**config.mk**
```make
export PLATFORM = sky130hd
export DESIGN_NAME = rotary_encoder_key_events_core
export DESIGN_NICKNAME = d
export VERILOG_FILES = /design/src/design/rek_pkg.sv /design/src/design/rotary_encoder_key_events_core.sv /design/src/design/rek_step_detect.sv /design/src/design/rek_button_fsm.sv
export SDC_FILE = /design/constraint.sdc
export NUM_CORES = 1
export LEC_CHECK = 0
export BUFFER_PORTS_ARGS = -buffer_cell sky130_fd_sc_hd__buf_2
export CAP_MARGIN = 30
export CORE_MARGIN = 5
export CORE_UTILIZATION = 67
export CTS_BUF_LIST = sky130_fd_sc_hd__clkbuf_8
export CTS_CLUSTER_DIAMETER = 120
export CTS_CLUSTER_SIZE = 10
export DETAILED_ROUTE_END_ITERATION = 6
export PLACE_DENSITY = 0.91
export SYNTH_ARGS = -nofsm -noshare
export SYNTH_HDL_FRONTEND = slang
export SYNTH_SLANG_ARGS = --single-unit
```
**constraint.sdc**
```tcl
create_clock -name aclk -period 9.05 [get_ports aclk]
set_input_delay 0.905 -clock aclk [delete_from_list [all_inputs] [get_ports aclk]]
set_output_delay 0.905 -clock aclk [all_outputs]
set_load 0.01 [all_outputs]
```
**src/design/rek_pkg.sv**
```systemverilog
// Shared types and constants for the rotary encoder key event scanner.
// No dependencies; every other design file imports this package.

package rek_pkg;

    // Field and register widths.
    localparam int COUNT_W = 16;
    localparam int STEP_W  = 8;
    localparam int HOLD_W  = 16;
    localparam int CFG_W   = 16;

    // Configuration register indexes.
    localparam logic CFG_PULSES_PER_STEP  = 1'b0;
    localparam logic CFG_LONG_PRESS_TICKS = 1'b1;

    // Event codes carried by each result word.
    typedef enum logic [2:0] {
        EV_NONE  = 3'd0,
        EV_UP    = 3'd1,
        EV_DOWN  = 3'd2,
        EV_LONG  = 3'd3,
        EV_SHORT = 3'd4
    } event_t;

    // Button machine phases.
    typedef enum logic [1:0] {
        PH_IDLE     = 2'd0,
        PH_DEBOUNCE = 2'd1,
        PH_PRESSED  = 2'd2,
        PH_WAITREL  = 2'd3
    } phase_t;

    // Rotation decision handed from the step detector to the top level.
    typedef struct packed {
        logic capture;    // baseline not yet taken: this tick only captures it
        logic step_up;
        logic step_down;
    } step_info_t;

endpackage

```
**src/design/rotary_encoder_key_events_core.sv**
```systemverilog
// Flow: an accepted word waits in the input register, and its event is loaded into
// the result register when the result slot is free or being taken.
// Throughput: one word per cycle, also while the result is taken, unless m_ready is low.
// Reset (aresetn, synchronous, active low) clears the baseline, the button machine
// and both stages, and loads step size 4 and long-press threshold 75.
// Top level of the scanner. Depends on rek_pkg, rek_step_detect, rek_button_fsm.

module rotary_encoder_key_events_core
    import rek_pkg::*;
(
    input  logic               aclk,
    input  logic               aresetn,
    // Configuration write port
    input  logic               cfg_wr_en,
    input  logic               cfg_index,
    input  logic [CFG_W-1:0]   cfg_wr_data,
    // Input channel
    input  logic               s_valid,
    output logic               s_ready,
    input  logic [COUNT_W-1:0] s_counter_value,
    input  logic               s_button_level,
    // Result channel
    output logic               m_valid,
    input  logic               m_ready,
    output logic [2:0]         m_event_code
);

    logic [STEP_W-1:0]  pps_reg;
    logic [HOLD_W-1:0]  lpt_reg;
    logic               in_valid_reg;
    logic [COUNT_W-1:0] in_count_reg;
    logic               in_level_reg;
    logic               out_valid_reg;
    event_t             out_event_reg;
    event_t             event_next;
    event_t             button_event;
    step_info_t         step_info;
    logic               advance;
    logic               button_en;

    // Configuration registers.
    always_ff @(posedge aclk) begin
        if (!aresetn) begin
            pps_reg <= STEP_W'(4);
            lpt_reg <= HOLD_W'(75);
        end else if (cfg_wr_en) begin
            unique case (cfg_index)
                CFG_PULSES_PER_STEP:  pps_reg <= cfg_wr_data[STEP_W-1:0];
                CFG_LONG_PRESS_TICKS: lpt_reg <= cfg_wr_data[HOLD_W-1:0];
                default: ;
            endcase
        end
    end

    // Pipeline flow: the input word moves on whenever the result slot is free or being taken.
    assign advance = in_valid_reg && (!out_valid_reg || m_ready);
    assign s_ready = !in_valid_reg || advance;

    always_ff @(posedge aclk) begin
        if (!aresetn) begin
            in_valid_reg <= 1'b0;
        end else if (s_ready) begin
            in_valid_reg <= s_valid;
        end
    end

    always_ff @(posedge aclk) begin
        if (s_valid && s_ready) begin
            in_count_reg <= s_counter_value;
            in_level_reg <= s_button_level;
        end
    end

    rek_step_detect u_step_detect (
        .aclk            (aclk),
        .aresetn         (aresetn),
        .advance         (advance),
        .counter_value   (in_count_reg),
        .pulses_per_step (pps_reg),
        .step_info       (step_info)
    );

    // The button is examined only on ticks without rotation or capture.
    assign button_en = advance && !step_info.capture
                       && !step_info.step_up && !step_info.step_down;

    rek_button_fsm u_button_fsm (
        .aclk             (aclk),
        .aresetn          (aresetn),
        .enable           (button_en),
        .pressed          (!in_level_reg),
        .hold_limit       (lpt_reg),
        .button_event     (button_event)
    );

    // Event selection: capture, then rotation, then the button.
    always_comb begin
        priority if (step_info.capture) begin
            event_next = EV_NONE;
        end else if (step_info.step_up) begin
            event_next = EV_UP;
        end else if (step_info.step_down) begin
            event_next = EV_DOWN;
        end else begin
            event_next = button_event;
        end
    end

    // Result register.
    always_ff @(posedge aclk) begin
        if (!aresetn) begin
            out_valid_reg <= 1'b0;
        end else if (advance) begin
            out_valid_reg <= 1'b1;
        end else if (m_ready) begin
            out_valid_reg <= 1'b0;
        end
    end

    always_ff @(posedge aclk) begin
        if (advance) begin
            out_event_reg <= event_next;
        end
    end

    assign m_valid      = out_valid_reg;
    assign m_event_code = out_event_reg;

    // A word that moves on always lands in the result register.
    a_advance_fills: assert property (@(posedge aclk) disable iff (!aresetn)
        advance |=> out_valid_reg)
        else $error("result register not loaded after advance");

    // Input is refused only when both stages are full and the output is stalled.
    a_ready_only_when_full: assert property (@(posedge aclk) disable iff (!aresetn)
        !s_ready |-> (in_valid_reg && out_valid_reg && !m_ready))
        else $error("input refused while a stage was free");

    // The capture tick reports no event.
    a_capture_none: assert property (@(posedge aclk) disable iff (!aresetn)
        (advance && step_info.capture) |=> (out_event_reg == EV_NONE))
        else $error("capture tick reported an event");

    // A rotation step never runs the button machine.
    a_step_blocks_button: assert property (@(posedge aclk) disable iff (!aresetn)
        (step_info.step_up || step_info.step_down) |-> !button_en)
        else $error("button machine ran on a rotation tick");

    // Up and down are never both detected.
    a_step_exclusive: assert property (@(posedge aclk) disable iff (!aresetn)
        !(step_info.step_up && step_info.step_down))
        else $error("both step directions detected");

endmodule

```
**src/design/rek_step_detect.sv**
```systemverilog
// Rotation step detector: holds the counter baseline and compares the wrapped
// difference against the step size. Depends on rek_pkg.

module rek_step_detect
    import rek_pkg::*;
(
    input  logic               aclk,
    input  logic               aresetn,
    input  logic               advance,
    input  logic [COUNT_W-1:0] counter_value,
    input  logic [STEP_W-1:0]  pulses_per_step,
    output step_info_t         step_info
);

    logic [COUNT_W-1:0] baseline_reg;
    logic               baseline_valid_reg;
    logic [COUNT_W-1:0] diff;
    logic [COUNT_W:0]   neg_mag;
    logic [STEP_W-1:0]  step_size;

    // A step size of zero behaves as one.
    assign step_size = (pulses_per_step == '0) ? STEP_W'(1) : pulses_per_step;

    // Wrapped difference; the sign bit picks which threshold applies.
    assign diff    = counter_value - baseline_reg;
    assign neg_mag = {1'b1, {COUNT_W{1'b0}}} - {1'b0, diff};

    always_comb begin
        step_info.capture   = !baseline_valid_reg;
        step_info.step_up   = baseline_valid_reg && !diff[COUNT_W-1]
                              && (diff >= COUNT_W'(step_size));
        step_info.step_down = baseline_valid_reg && diff[COUNT_W-1]
                              && (neg_mag >= (COUNT_W+1)'(step_size));
    end

    // The baseline is captured on the first tick and rebased on every step.
    always_ff @(posedge aclk) begin
        if (!aresetn) begin
            baseline_reg       <= '0;
            baseline_valid_reg <= 1'b0;
        end else if (advance) begin
            baseline_valid_reg <= 1'b1;
            if (step_info.capture || step_info.step_up || step_info.step_down) begin
                baseline_reg <= counter_value;
            end
        end
    end

endmodule

```
**src/design/rek_button_fsm.sv**
```systemverilog
// Push-button machine: debounce, hold counting and long or short press events.
// Depends on rek_pkg.

module rek_button_fsm
    import rek_pkg::*;
(
    input  logic              aclk,
    input  logic              aresetn,
    input  logic              enable,
    input  logic              pressed,
    input  logic [HOLD_W-1:0] hold_limit,
    output event_t            button_event
);

    phase_t            phase_reg;
    phase_t            phase_next;
    logic [HOLD_W-1:0] hold_reg;
    logic [HOLD_W-1:0] hold_next;
    logic [HOLD_W-1:0] hold_inc;
    logic              hold_done;

    // A threshold of zero is met by the first increment, same as one.
    assign hold_inc  = hold_reg + HOLD_W'(1);
    assign hold_done = (hold_inc >= hold_limit);

    // Next phase and hold count.
    always_comb begin
        phase_next = phase_reg;
        hold_next  = hold_reg;
        unique case (phase_reg)
            PH_IDLE: begin
                if (pressed) phase_next = PH_DEBOUNCE;
            end
            PH_DEBOUNCE: begin
                if (pressed) begin
                    phase_next = PH_PRESSED;
                    hold_next  = '0;
                end else begin
                    phase_next = PH_IDLE;
                end
            end
            PH_PRESSED: begin
                if (pressed) begin
                    hold_next = hold_inc;
                    if (hold_done) phase_next = PH_WAITREL;
                end else begin
                    phase_next = PH_IDLE;
                end
            end
            PH_WAITREL: begin
                if (!pressed) phase_next = PH_IDLE;
            end
            default: begin
                phase_next = PH_IDLE;
            end
        endcase
    end

    // Event output: only the pressed phase reports anything.
    always_comb begin
        button_event = EV_NONE;
        if (phase_reg == PH_PRESSED) begin
            if (!pressed) begin
                button_event = EV_SHORT;
            end else if (hold_done) begin
                button_event = EV_LONG;
            end
        end
    end

    always_ff @(posedge aclk) begin
        if (!aresetn) begin
            phase_reg <= PH_IDLE;
            hold_reg  <= '0;
        end else if (enable) begin
            phase_reg <= phase_next;
            hold_reg  <= hold_next;
        end
    end

endmodule

```
Yosys cells after proc, flatten, opt, wreduce, memory -nomap -nowiden
Cells that the tools add are included.
{"block": "op_classes", "eq_ne": 8, "multipliers": 0, "n_bitwise": 3, "n_shift": 0, "magnitude_cmp": 3, "n_addsub": 3, "n_mux": 17, "div_mod_pow": 0, "reduce_logical": 30}
{"cell": "16-bit 2-to-1 mux", "n": 2}
{"cell": "16-bit case mux with 2 select lines", "n": 1}
{"cell": "17-bit by 8-bit greater-or-equal comparator with 1-bit output", "n": 1}
{"cell": "17-bit by 16-bit subtractor with 17-bit output (first input constant)", "n": 1}
{"cell": "16-bit by 1-bit adder with 16-bit output (second input constant)", "n": 1}
{"cell": "16-bit greater-or-equal comparator", "n": 1}
{"cell": "16-bit by 8-bit greater-or-equal comparator with 1-bit output", "n": 1}
{"cell": "2-bit 2-to-1 mux", "n": 8}
{"cell": "16-bit subtractor", "n": 1}
{"cell": "1-bit logical AND", "n": 9}
{"cell": "8-bit zero test", "n": 1}
{"cell": "8-bit 2-to-1 mux", "n": 1}
{"cell": "2-bit != test (second input constant)", "n": 4}
{"cell": "2-bit case mux with 4 select lines", "n": 1}
{"cell": "4-bit AND reduction", "n": 2}
{"cell": "1-bit zero test", "n": 6}
{"cell": "2-bit AND reduction", "n": 3}
{"cell": "2-bit equality test (second input constant)", "n": 2}
{"cell": "1-bit logical OR", "n": 4}
{"cell": "2-bit nonzero test", "n": 2}
{"cell": "4-bit OR reduction", "n": 1}
{"cell": "1-bit 2-to-1 mux", "n": 3}
{"cell": "3-bit 2-to-1 mux", "n": 1}
{"cell": "3-bit by 2-bit != test with 1-bit output (second input constant)", "n": 1}
{"cell": "other kinds (4)", "n": 6}
{"block": "totals", "regBits": 81, "output_inout_bits": 5, "latch_bits": 0, "wordCells": 77, "in_bits": 39, "ram_bits": 0, "mem_bits_ro": 0, "memories": 0}

Depth between registers and ports, before layout
Gate-level depths: netlist of the first run.
{"block": "depth", "word_depth": 8, "depth_mapped": 19, "ltp_nobuf": 18}

Cells and area by module
A second synthesis of the first run with hierarchy kept.
{"block": "unflattened", "cells_unflattened": 627, "hier_area_um2": 5499.0}
{"mod": "rek_step_detect", "area_per_inst_um2": 2243.4, "instances": 1, "cells_each": 292, "seq_area_each_um2": 340.3}
{"mod": "rotary_encoder_key_events_core", "area_per_inst_um2": 1735.4, "instances": 1, "cells_each": 144, "seq_area_each_um2": 1121.1}
{"mod": "rek_button_fsm", "area_per_inst_um2": 1520.2, "instances": 1, "cells_each": 191, "seq_area_each_um2": 360.3}

Worst setup path before layout of the first run
OpenSTA, ideal clock, no wires.
{"block": "synth_timing", "kind": "register to register", "start": "register in_count_reg[0]", "end": "register u_button_fsm.hold_reg[5]", "arrival_time_ns": 3.841, "slack_ns": 5.139, "path_stages_with_launch": 19, "period_less_slack_ns": 3.911, "t_required_ns": 8.980, "setup_ns": 0.070, "path_buffers": 1, "cell_sequence": "edfxtp_1 inv_1 ha_1 inv_1 fa_1 xnor2_1 and3_1 o221ai_1 a211oi_1 xor2_1 ha_1 o21a_1 a21oi_1 nand4_1 nor4b_1 o2111ai_1 buf_2 or4_1 a21boi_1"}
{"block": "synth_via", "elab_chain_len": 8, "word_cells_on_any_way": 14, "classes_between": "add/sub: 2; order compare: 2; reduce/logical: 10"}
{"element": "start, declared", "line_no": "rotary_encoder_key_events_core.sv:31", "text": "logic [COUNT_W-1:0] in_count_reg;"}
{"element": "start signal, assigned", "line_no": "rotary_encoder_key_events_core.sv:69", "text": "in_count_reg <= s_counter_value;"}
{"element": "16-bit subtractor *", "line_no": "rek_step_detect.sv:25", "text": "assign diff = counter_value - baseline_reg;"}
{"element": "parallel branches: the longest is 5 deep, another holds 17-bit by 16-bit subtractor with 17-bit output"}
{"element": "1-bit logical AND *", "line_no": "rotary_encoder_key_events_core.sv:85", "text": "&& !step_info.step_up && !step_info.step_down;"}
{"element": "4-bit AND reduction (no line) *"}
{"element": "end signal, assigned", "line_no": "rek_button_fsm.sv:77", "text": "hold_reg <= hold_next;"}
{"element": "end, declared", "line_no": "rek_button_fsm.sv:17", "text": "logic [HOLD_W-1:0] hold_reg;"}
Every way passes the cells marked *.
A chain may end at the register's enable or synchronous reset.

Worst setup path after layout of the first run
{"block": "layout_timing", "start": "register in_count_reg[0]", "end": "register u_button_fsm.hold_reg[6]"}
The elaborated chain is that of the path after synthesis.

==> results.cfg, run 1 <==
[logic_synthesis]
async_flop_share_pct = 0
yosys_most_used_dff = dfxtp_1
synth_area_per_cell_sq_um = 8.62
ys_seq_elements = 81
synth-seq-area-share_pct = 34.1
synth_area_sq_um = 5340
syn_nets = 707
ys_warn_count = 0
synth_cells = 619
synth_edf_count = 20
ys_types = 66

[layout]
final_nets = 737
layout_common_cells = nand2_1 (101), dfxtp_1 (61), inv_1 (50)
stdcell_count = 756
final_common_cell = nand2_1
drive_above_1_share_pct = 11.2
syn_to_final_growth_pct = 8.93
n_antenna_cell = 0

[sta]
max_slew_margin_pct = 43.6
rsz0062_at_grt = false
fin_crit_ps = 4840
fin_crit_sh_pct = 53.5
hold_viol_final = 0
finalSetupTns_ps = 0
fmax_mhz = 206
setup_viol = 0
finalMaxSlewViolations = 0
tightest_slew_ps = 846
skew_ps = 9.59

[clock_tree]
postCtsResizedCells = 0
clk_pin_slew_ps = 90
cts.sinks = 81
cts_htree_levels = 3
cts-root-buf = clkbuf_8
cts_setup_buffers = 0
clk_latency_ps = 370
cts.path.max_buffers = 2
cts_buffers = 9
cts_tree = yes
cts_hold_buf = 0

[route]
drtIter0Drc = 298
drc = 0
vias = 4617
wl_per_cell_microns = 15.7
drt_wl_total_microns = 11900
firstDrtPassIters = 5
viasPerCell = 6.11
ant_nets = 0

[place]
port-buffer-count = 43
dp_hpwl_microns = 8890
gp_congestion = 0.897
numPlacedInstances = 740

[floorplan]
start_util_pct = 69.1
fp.coreArea_sq_um = 7730
die-area_sq_um = 9850
ios = 44
fp-row-count = 32
fp.dieH_microns = 99.2
die_w_microns = 99.2

[pwr]
clkPwrFrac_pct = 33.6
switchingPower_uw = 264
vdd_drop_max_v = 0.0000830
pwr-share-comb_pct = 21.9
seqPwrFrac_pct = 44.5
cellPowerDensity_nw_per_um2 = 153
swShare_pct = 29.7
p_int_uw = 624
leakage_uw = 0.00244

[global_routing]
gr-total-overflow = 0
grt_pass1_wl_microns = 20800
grt_pass1_vias = 4730
grt_start_max_net_pins = 47
grt_usage_pct = 25.5
antenna_found_initial = 0

[job]
cap_viol_max_count = 0

[critical_path]
end_kind = register
crit_path_start_kind = register
worstPathMaxFanout = 16
arrival_ps = 5130
cp.required_ps = 9340
worstSetupPathType = register to register

[hold_path]
hp-class = register to register

[status]
status = completed
## path summary, 6_finish.rpt
| path | start | end | slack [ps] | depth (start not counted) |
|---|---|---|---|---|
| max | in_count_reg[0]$_DFFE_PP_ | u_button_fsm.hold_reg[6]$_SDFFE_PN0P_ | 4210 | 18 |
| min | u_step_detect.baseline_reg[4]$_SDFFE_PN0P_ | u_step_detect.baseline_reg[4]$_SDFFE_PN0P_ | 460 | 2 |
| max reg2reg | in_count_reg[0]$_DFFE_PP_ | u_button_fsm.hold_reg[6]$_SDFFE_PN0P_ | 4210 | 18 |
| min reg2reg | u_step_detect.baseline_reg[4]$_SDFFE_PN0P_ | u_step_detect.baseline_reg[4]$_SDFFE_PN0P_ | 460 | 2 |
## per-stage QoR
| step | utilization, % | hold slack [ps] | area [sq um] | setup WS (ps) | power [uW] |
|---|---|---|---|---|---|
| floorplan | - | 435 | 5340 | 5140 | 546 |
| global placement | 72.3 | 441 | 5590 | 4500 | 580 |
| detailed placement | 72.4 | 452 | 5590 | 4410 | 593 |
| CTS | 75.2 | 467 | 5810 | 4270 | 889 |
| global route | 75.2 | 494 | 5810 | 3860 | 932 |
| finish | 75.2 | 464 | 5810 | 4210 | 888 |
## power groups by stage
stage	sequential (uW)	clock, uW	combinational [uW]
floorplan	401	0	145
global placement	403	0	178
detailed placement	404	0	190
CTS	395	301	193
global route	397	318	217
finish	395	298	195
## synth_stat cells (3+ instances only)
| master | n | area (sq um) |
|---|---|---|
| nand3_1 | 18 | 90.1 |
| edfxtp_1 | 20 | 601 |
| o211a_1 | 3 | 30.0 |
| and2_1 | 4 | 25.0 |
| buf_2 | 4 | 20.0 |
| nor2_1 | 27 | 101 |
| nor2b_1 | 8 | 50.1 |
| a211oi_1 | 6 | 45.0 |
| dfxtp_1 | 61 | 1220 |
| a21boi_1 | 10 | 75.1 |
| o21a_1 | 7 | 52.6 |
| inv_1 | 49 | 184 |
| nor3_1 | 8 | 40.0 |
| xnor2_1 | 16 | 140 |
| o21ai_0 | 16 | 80.1 |
| o211ai_1 | 9 | 67.6 |
| or4_1 | 13 | 97.6 |
| a21boi_0 | 22 | 165 |
| xor2_1 | 9 | 78.8 |
| nand2_1 | 101 | 379 |
| and3_1 | 14 | 87.6 |
| mux2i_1 | 23 | 230 |
| a21o_1 | 14 | 105 |
| nand2b_1 | 9 | 56.3 |
| ha_1 | 48 | 601 |
| a21oi_1 | 12 | 60.1 |
| o21ai_1 | 8 | 40.0 |
| or3_1 | 3 | 18.8 |
| a31oi_1 | 9 | 56.3 |
| nand4_1 | 3 | 18.8 |
| clkbuf_1 | 22 | 82.6 |
| o2111ai_1 | 4 | 35.0 |
## metal layers
layer	GRT usage, %	up-vias	share of wire, %
met5	0	-	0
met4	12.1	0	3.5
met3	4.77	39	4.3
met2	46.4	122	53
met1	28.6	2193	39
li1	-	2263	-
## critical path, cell delays in order (launching register included)
cell,delay (ps)
edfxtp_1,400
inv_1,90
ha_1,200
inv_1,70
fa_1,420
xnor2_1,310
and3_1,270
o221ai_1,180
a211oi_1,530
xor2_1,210
ha_1,260
o21a_1,110
a21oi_1,200
nand4_1,160
nor4b_1,280
o2111ai_1,220
buf_4,270
or4_1,410
a21boi_1,170
## cell type report
class | count | area, sq um
tap | 102 | 128
clock inverter | 7 | 96.3
sequential | 81 | 1820
timing repair buffer | 46 | 238
inverter | 49 | 184
multi-input combinational | 462 | 3220
fill | 545 | 1910
clock buffer | 9 | 124
## logic make-up after synthesis
logic type / Yosys count / share of synthesized area, %
AO/OA/AOI/OAI: 145 / 19.9
XOR/XNOR: 26 / 4.53
adder cells (fa/ha/maj): 49 / 11.6
buffers and inverters: 76 / 5.58
flip-flops: 81 / 34.1
multiplexers: 24 / 4.53
AND/OR/NAND/NOR: 218 / 19.7
No activity file was read; power rests on OpenSTA's default activity.
==> run 2: changes to the inputs <==
- CORE_UTILIZATION: 67 -> 63
- PLACE_DENSITY: 0.91 -> 0.86
- clock period: 9.05 -> 4.7 ns (I/O delays scaled with it)
==> run 2 against run 1 <==
  * Final cell count is 0.66% higher
  * Combinational power rose by 97%
  * Flip-flop and latch count is the same
  * Sequential share of layout area shrank 0.19 points
  * Die area is 5.7% higher
  * Clock skew is 0.68 ps higher
  * Global-route usage is 2.7 points lower
  * Clock power grew 74%
  * Core utilization fell by 4.0 points
  * Via count fell by 1.8%
==> results.cfg, run 2 (same netlist as run 1, synthesis figures left out) <==
[sta]
hold_slack_ps = 281
finalMaxSlewViolations = 0
skew_ps = 10.3
tightest_slew_ps = 858
fin_crit_ps = 4370
hold_viol_final = 0
fmax_mhz = 229
finalSetupTns_ps = 0
setup_viol = 0
max_slew_margin_pct = 42.8
fin_crit_sh_pct = 92.9

[place]
gp_congestion = 0.877
place_area_sq_um = 5600
port-buffer-count = 43
dp_hpwl_microns = 8470

[pwr]
switchingPower_uw = 512
swShare_pct = 30.7
vdd_drop_max_v = 0.000157
cellPowerDensity_nw_per_um2 = 285
pwr-share-comb_pct = 23.1
clkPwrFrac_pct = 31.2
leakage_uw = 0.00246
p_int_uw = 1150
seqPwrFrac_pct = 45.7

[layout]
final_common_cell = nand2_1
syn_to_final_growth_pct = 9.61
drive_above_1_share_pct = 12.2
final_nets = 739
final_cell_area_sq_um = 5850
n_antenna_cell = 0
layout_common_cells = nand2_1 (101), dfxtp_1 (61), inv_1 (50)

[critical_path]
end_kind = register
arrival_ps = 4640
reg2reg_slack_ps = 330
crit_path_start_kind = register
worstReg2RegEnd = u_button_fsm.hold_reg[9]$_SDFFE_PN0P_
r2r_cells = 18
r2r-start = in_count_reg[0]$_DFFE_PP_
cp.required_ps = 4980
worstPathMaxFanout = 20
worstSetupPathType = register to register

[global_routing]
grt_usage_pct = 22.8
grt_start_max_net_pins = 86
grt_pass1_wl_microns = 19300
antenna_found_initial = 0
gr-total-overflow = 0
grt_pass1_vias = 4317

[clock_tree]
cts_htree_levels = 3
cts_hold_buf = 0
cts.sinks = 81
cts.path.max_buffers = 2
clk_latency_ps = 360
clk_pin_slew_ps = 90
cts_tree = yes
cts_buffers = 9
cts-root-buf = clkbuf_8

[floorplan]
die-area_sq_um = 10400
fp.dieH_microns = 102
fp.coreArea_sq_um = 8220
start_util_pct = 64.9
fp-row-count = 33
ios = 44
die_w_microns = 102

[route]
wl_per_cell_microns = 15.3
vias = 4536
viasPerCell = 5.96
drtIter0Drc = 175
ant_nets = 0
firstDrtPassIters = 5
drc = 0
drt_wl_total_microns = 11600

[hold_path]
worstHoldPathCells = 1
hold_start = s_counter_value[8]
hp-class = primary input to register
min_to = in_count_reg[8]$_DFFE_PP_

[job]
cap_viol_max_count = 0

[status]
status = completed
-- run 2: cell count changes in the layout (fill, tap and decap cells not counted), moves of 2 or more --
cell | previous run | this run
buf_4 | 3 | 5
xnor2_2 | 0 | 2
xnor2_1 | 16 | 14
a211oi_1 | 6 | 4
a211oi_2 | 0 | 2
-- run 2: worst max-delay path by stage --
stage                                    startpoint                                     end  slack (ps)  cells after the start
after global routing      in_count_reg[0]$_DFFE_PP_   u_button_fsm.hold_reg[8]$_SDFFE_PN0P_         -50                     19
after global placement    in_count_reg[0]$_DFFE_PP_  u_button_fsm.hold_reg[12]$_SDFFE_PN0P_         540                     18
after CTS                 in_count_reg[0]$_DFFE_PP_   u_button_fsm.hold_reg[9]$_SDFFE_PN0P_         220                     18
after detailed placement  in_count_reg[0]$_DFFE_PP_   u_button_fsm.hold_reg[9]$_SDFFE_PN0P_         300                     18
after floorplan           in_count_reg[0]$_DFFE_PP_   u_button_fsm.hold_reg[5]$_SDFFE_PN0P_         790                     18
final                     in_count_reg[0]$_DFFE_PP_   u_button_fsm.hold_reg[9]$_SDFFE_PN0P_         330                     18
-- run 2: layout make-up --
cell class                 instances  area, sq um
clock inverter                     7         71.3
clock buffer                       9          124
multi-input combinational        462         3260
inverter                          49          184
fill                             633         2370
tap                              105          131
timing repair buffer              48          253
sequential                        81         1820
-- run 2: metrics by stage --
step           total power [uW]  worst slack, ps  util (%)  cells
6_report                   1660              335      71.2    761
2_1_floorplan              1050              789         -    619
3_3_place_gp               1120              539      68.1    743
4_1_cts                    1650              218      70.5    759
3_5_place_dp               1140              297      68.1    743
5_1_grt                    1750            -50.1      71.2    761
-- run 2: worst max-delay path, stage by stage, from the launching register on --
cell	delay, ps
edfxtp_1	410
inv_1	80
ha_1	190
inv_1	60
fa_1	450
a21o_1	230
a221oi_4	290
xnor2_2	150
a2111oi_2	390
nor2_1	80
ha_1	280
o21a_1	160
a21oi_1	170
nand4_1	160
nor4b_2	250
o2111ai_1	120
buf_4	230
or4_1	410
a21boi_1	180
-- run 2: per-layer routing --
metal / track usage, % / share of wire (%) / vias to the layer above
li1: - / - / 2261
met1: 27.1 / 42 / 2144
met2: 41.3 / 53 / 102
met3: 3.62 / 3.1 / 29
met4: 8.48 / 2.5 / 0
met5: 0 / 0 / -
-- run 2: what timing repair did --
item,CTS,global route
hold endpoints to repair,0,0
resized for setup,0,6
setup buffers,0,2
endpoints found under the setup margin,0,16
-- run 2: power by group through the flow --
| stage | Sequential (uW) | Clock (uW) | Combinational, uW |
|---|---|---|---|
| floorplan | 773 | 0 | 279 |
| global placement | 776 | 0 | 343 |
| detailed placement | 777 | 0 | 363 |
| CTS | 761 | 523 | 367 |
| global route | 764 | 559 | 429 |
| finish | 760 | 520 | 384 |
